--- src/rtl/rcp_pkg.sv ---
package rcp_pkg;

  // Field widths
  localparam int POS_W  = 18;
  localparam int CELL_W = 10;
  localparam int WT_W   = 3;
  localparam int ANG_W  = 17;
  localparam int RGB_W  = 24;
  localparam int FOV_W  = 16;
  localparam int SCR_W  = 16;

  // Internal widths
  localparam int DX_W   = 19;          // 2*|cell - player|, Q.8
  localparam int SQ_W   = 2 * DX_W + 1; // dx^2 + dy^2
  localparam int ROOT_W = (SQ_W + 1) / 2;
  localparam int DIFF_W = ANG_W + 1;   // ray - view
  localparam int CMAG_W = 16;          // |cos| in Q1.15, up to 1.0
  localparam int CORR_W = ROOT_W;

  // Configuration port
  localparam int CFG_IDX_W = 3;
  localparam int CFG_W     = RGB_W;

  localparam logic [CFG_IDX_W-1:0] REG_COLOR_NORTH = 3'd0;
  localparam logic [CFG_IDX_W-1:0] REG_COLOR_EAST  = 3'd1;
  localparam logic [CFG_IDX_W-1:0] REG_COLOR_SOUTH = 3'd2;
  localparam logic [CFG_IDX_W-1:0] REG_COLOR_WEST  = 3'd3;
  localparam logic [CFG_IDX_W-1:0] REG_FOV         = 3'd4;

  localparam logic [RGB_W-1:0] COLOR_NORTH_RST = 24'hFF0000;
  localparam logic [RGB_W-1:0] COLOR_EAST_RST  = 24'h00FF00;
  localparam logic [RGB_W-1:0] COLOR_SOUTH_RST = 24'hFFA500;
  localparam logic [RGB_W-1:0] COLOR_WEST_RST  = 24'h0000FF;
  localparam logic [FOV_W-1:0] FOV_RST         = 16'd10923;

  // Wall side codes
  localparam logic [WT_W-1:0] WALL_NORTH = 3'd1;
  localparam logic [WT_W-1:0] WALL_EAST  = 3'd2;
  localparam logic [WT_W-1:0] WALL_SOUTH = 3'd3;

  // Cosine polynomial, Q28
  localparam logic [17:0] COS_C4  = 18'd246762;
  localparam logic [22:0] COS_C3  = 23'd5600498;
  localparam logic [26:0] COS_C2  = 27'd68093891;
  localparam logic [28:0] COS_C1  = 29'd331168970;
  localparam logic [28:0] ONE_Q28 = 29'd268435456;

  // Default screen geometry
  localparam int SCREEN_HEIGHT_DEF = 512;
  localparam int SCREEN_WIDTH_DEF  = 1024;
  localparam int RAY_COUNT_DEF     = 1024;

  // Divider step
  localparam int DIV_STEP = 2;

endpackage

--- src/rtl/rcp_div.sv ---
// Unsigned restoring divider, STEP quotient bits per stage.
module rcp_div import rcp_pkg::*; #(
  parameter int NW    = 26,
  parameter int DW    = 20,
  parameter int STEP  = DIV_STEP,
  parameter int TAG_W = 1
) (
  input  logic             clk,
  input  logic             rst_n,
  input  logic             en,
  input  logic             i_vld,
  input  logic [NW-1:0]    i_num,
  input  logic [DW-1:0]    i_den,
  input  logic [TAG_W-1:0] i_tag,
  output logic             o_vld,
  output logic [NW-1:0]    o_quo,
  output logic [TAG_W-1:0] o_tag
);

  localparam int NS = (NW + STEP - 1) / STEP;
  localparam int PW = NS * STEP;

  logic             p_vld [NS+1];
  logic [DW-1:0]    p_rem [NS+1];
  logic [DW-1:0]    p_den [NS+1];
  logic [PW-1:0]    p_num [NS+1];
  logic [PW-1:0]    p_quo [NS+1];
  logic [TAG_W-1:0] p_tag [NS+1];

  assign p_vld[0] = i_vld;
  assign p_rem[0] = '0;
  assign p_den[0] = i_den;
  assign p_num[0] = PW'(i_num);
  assign p_quo[0] = '0;
  assign p_tag[0] = i_tag;

  for (genvar s = 0; s < NS; s++) begin : g_stage
    logic             vld_r;
    logic [DW-1:0]    rem_r, den_r, rem_v;
    logic [PW-1:0]    num_r, quo_r, num_v, quo_v;
    logic [TAG_W-1:0] tag_r;
    logic [DW:0]      remx;

    always_comb begin
      rem_v = p_rem[s];
      num_v = p_num[s];
      quo_v = p_quo[s];
      remx  = '0;
      for (int j = 0; j < STEP; j++) begin
        remx  = {rem_v, num_v[PW-1]};
        num_v = num_v << 1;
        if (remx >= {1'b0, p_den[s]}) begin
          rem_v = DW'(remx - {1'b0, p_den[s]});
          quo_v = {quo_v[PW-2:0], 1'b1};
        end else begin
          rem_v = remx[DW-1:0];
          quo_v = {quo_v[PW-2:0], 1'b0};
        end
      end
    end

    always_ff @(posedge clk) begin
      if (!rst_n) begin
        vld_r <= 1'b0;
      end else if (en) begin
        vld_r <= p_vld[s];
      end
    end

    always_ff @(posedge clk) begin
      if (en) begin
        rem_r <= rem_v;
        num_r <= num_v;
        quo_r <= quo_v;
        den_r <= p_den[s];
        tag_r <= p_tag[s];
      end
    end

    assign p_vld[s+1] = vld_r;
    assign p_rem[s+1] = rem_r;
    assign p_den[s+1] = den_r;
    assign p_num[s+1] = num_r;
    assign p_quo[s+1] = quo_r;
    assign p_tag[s+1] = tag_r;
  end

  assign o_vld = p_vld[NS];
  assign o_quo = p_quo[NS][NW-1:0];
  assign o_tag = p_tag[NS];

endmodule

--- config.mk ---
export PLATFORM = sky130hd
export DESIGN_NAME = rcp_div
export DESIGN_NICKNAME = d
export VERILOG_FILES = /design/src/rtl/rcp_pkg.sv /design/src/rtl/rcp_div.sv
export SDC_FILE = /design/constraint.sdc
export NUM_CORES = 2
export LEC_CHECK = 0
export ABC_AREA = 0
export BUFFER_PORTS_ARGS = -buffer_cell sky130_fd_sc_hd__buf_4
export CELL_PAD_IN_SITES_DETAIL_PLACEMENT = 2
export CELL_PAD_IN_SITES_GLOBAL_PLACEMENT = 2
export CORE_MARGIN = 5
export CORE_UTILIZATION = 25
export CTS_BUF_LIST = sky130_fd_sc_hd__clkbuf_16
export CTS_CLUSTER_DIAMETER = 200
export DETAILED_ROUTE_END_ITERATION = 7
export GPL_ROUTABILITY_DRIVEN = 0
export MAX_ROUTING_LAYER = met4
export PLACE_DENSITY_LB_ADDON = 0.3
export RECOVER_POWER = 50
export SETUP_SLACK_MARGIN = 0.1
export SLEW_MARGIN = 25
export SYNTH_ARGS = -nofsm -noshare
export SYNTH_HDL_FRONTEND = slang
export SYNTH_SLANG_ARGS = --single-unit
--- constraint.sdc ---
create_clock -name clk -period 16.75 [get_ports clk]
set_input_delay 3.35 -clock clk [delete_from_list [all_inputs] [get_ports clk]]
set_output_delay 3.35 -clock clk [all_outputs]
set_load 0.005 [all_outputs]
==> metrics.txt <==
Rel. slew slack=-2.76; H-tree depth=3; CP Data Required Time=17.10 ns; CP startpoint kind=input pin; multi-input logic area=26700 sq um; Yosys cell types=103; die width=474 um; post-synth top area share=0.464; fin crit period=10.48 ns; vias post-DR=37000; Post-CTS Setup Inserts=0; Min-Delay Path Depth=0; HP Class=reg -> reg; io pins=79; Nets=5552; number of flops mapped to enable cells by yosys=831; vias per cell=4.69; Crit Path Class=in -> reg; CP Cell Sequence=clkbuf_1, clkbuf_1, buf_4; Root Buffer=clkbuf_16; Hold Buf Count CTS=0; initial antenna violation count=2; outcome=finished with violations; wire length per cell=19.4 um; Iter 0 DRT Violations=1476; crit path max-delay cell type=clkbuf_1; register area share after synthesis=0.469; TritonCTS Buffers=106; DP HPWL=121000 um; commonest non-fill, non-tap cell in the layout=edfxtp_1; Yosys warning count=0; critical path peak fanout=89; DRT antenna net count=0; RSZ-0062 raised after global routing=no; area of the core=214000 sq um; Gate Count Post-Synth=4832; CP bufs+invs=3; worst-margin pin slew=5.64 ns; Skew-Pair Late Insertion Delay=0.76 ns; TritonCTS clock tree=yes; Initial Util=0.251; Routed WL=153000 um; violated checks=capacitance limit, slew limit; setup TNS=0 ns; top cell type by total area after synthesis=edfxtp_1; DRC violations left=0; Port-buffer cells=78; Crit path largest cell delay=3.87 ns; Worst R2R Path Depth=22; cell mode on critical path=clkbuf_1; post-CTS sizing=0; Synth area leaders=edfxtp_1 (46%), ha_1 (12%), xnor2_1 (4.5%); ys async rst share=0; Hold Fails Final Rpt=0; Synth-to-Final Area Change=14.0%; Worst path depth=3; crit path DAT=10.84 ns; pin count of the biggest net entering global routing=174; drt pass-1 iters=5; Syn Nets=5409; Fmax achieved=0.0954 GHz; vias in the first global route=40700; Worst path top cell family by delay=buffers and inverters; MaxCap Viol Count=10; Reg clk slew, reported paths=0.06 ns; final slew viol count=458; Synth Cell Area=53800 sq um; Cell Count, Final, Fillers Out=7902; full die area=225000 sq um; Post-Syn Area per Cell=11.1 sq um; final worst path period share=0.626; most frequent cells in the layout=edfxtp_1 (831), ha_1 (502), inv_1 (427); dpl cells=7705; Tot GR Track Use=0.139; Main synth FF type=edfxtp_1; Die H=474 um; final setup vio count=0; Worst Clk Skew=0.0521 ns; #FFs+latches synth=844; filler instances=23400; row count=170; global-route wire length before repair=239000 um; CTS Buffer Depth=3; total gr overflow=0; layout cells sized above 1=0.107; Setup crit end kind=flop; Register Area=25200 sq um; CTS sink cnt=844
[cell usage after synthesis (34+ instances only)]
cell,number
a211oi_1,34
a21o_1,155
a21oi_1,384
buf_2,35
edfxtp_1,831
ha_1,502
inv_1,414
mux2_1,56
mux2_2,215
mux2i_1,37
nand2_1,278
nand2b_1,55
nand3_1,69
nand4_1,61
nor2_1,291
nor2b_1,58
nor3_1,91
o21a_1,63
o21ai_0,235
o21bai_1,61
xnor2_1,277
xor2_1,114
[cell type report]
cell class,count,share of cell area
tap,2838,0.0579
clock buffer,107,0.0437
inverter,419,0.0258
multi-input combinational,3495,0.435
timing repair buffer,109,0.0122
clock inverter,89,0.0143
antenna,1,0.0000408
sequential,844,0.411
[per-stage QoR]
step / hold WS, ns / cell area, sq um / setup slack (ns) / util
2_1_floorplan: 0.400 / 53800 / 9.69 / -
3_3_place_gp: 0.401 / 57900 / 8.15 / 0.270
3_5_place_dp: 0.405 / 57900 / 8.18 / 0.270
4_1_cts: 0.408 / 61400 / 8.91 / 0.287
5_1_grt: 0.421 / 61300 / 5.27 / 0.286
6_report: 0.398 / 61300 / 6.27 / 0.286
[metal layers]
metal / part of all wire / global-route usage
met2: 0.51 / 0.246
met5: 0 / -
met1: 0.44 / 0.165
met3: 0.023 / 0.0178
met4: 0.027 / 0.0394
[flip-flops by register name, indices dropped and copies added (netlist names)]
signal and count:
g_stage.quo_r 156, g_stage.num_r 156, o_vld 1, g_stage.rem_r 240, g_stage.vld_r 12, g_stage.den_r 240
o_tag 1, o_quo 26, g_stage.tag_r 12
[worst paths after layout]
path	start	endpoint	slack, ns
worst max-delay path	en	g_stage[11].den_r[19]$_DFFE_PP_	6.27
worst min register to register	g_stage[10].quo_r[7]$_DFFE_PP_	g_stage[11].quo_r[9]$_DFFE_PP_	0.40
worst min-delay path	g_stage[10].quo_r[7]$_DFFE_PP_	g_stage[11].quo_r[9]$_DFFE_PP_	0.40
worst max register to register	g_stage[2].den_r[1]$_DFFE_PP_	g_stage[3].rem_r[14]$_DFFE_PP_	7.74
[logic make-up after synthesis]
| family | after synthesis | synth area share |
|---|---|---|
| DFF | 844 | 0.469 |
| xor gates and xnor gates | 391 | 0.0637 |
| buffers and inverters | 493 | 0.0362 |
| adders and majority gates | 526 | 0.126 |
| AOI/OAI and AO/OA | 1198 | 0.143 |
| and+or+nand+nor | 1058 | 0.0953 |
| muxes | 322 | 0.0675 |
Power is left out: the tool's default activity adds up to more than one toggle a clock period on the data nets, which glitch-free logic cannot reach.
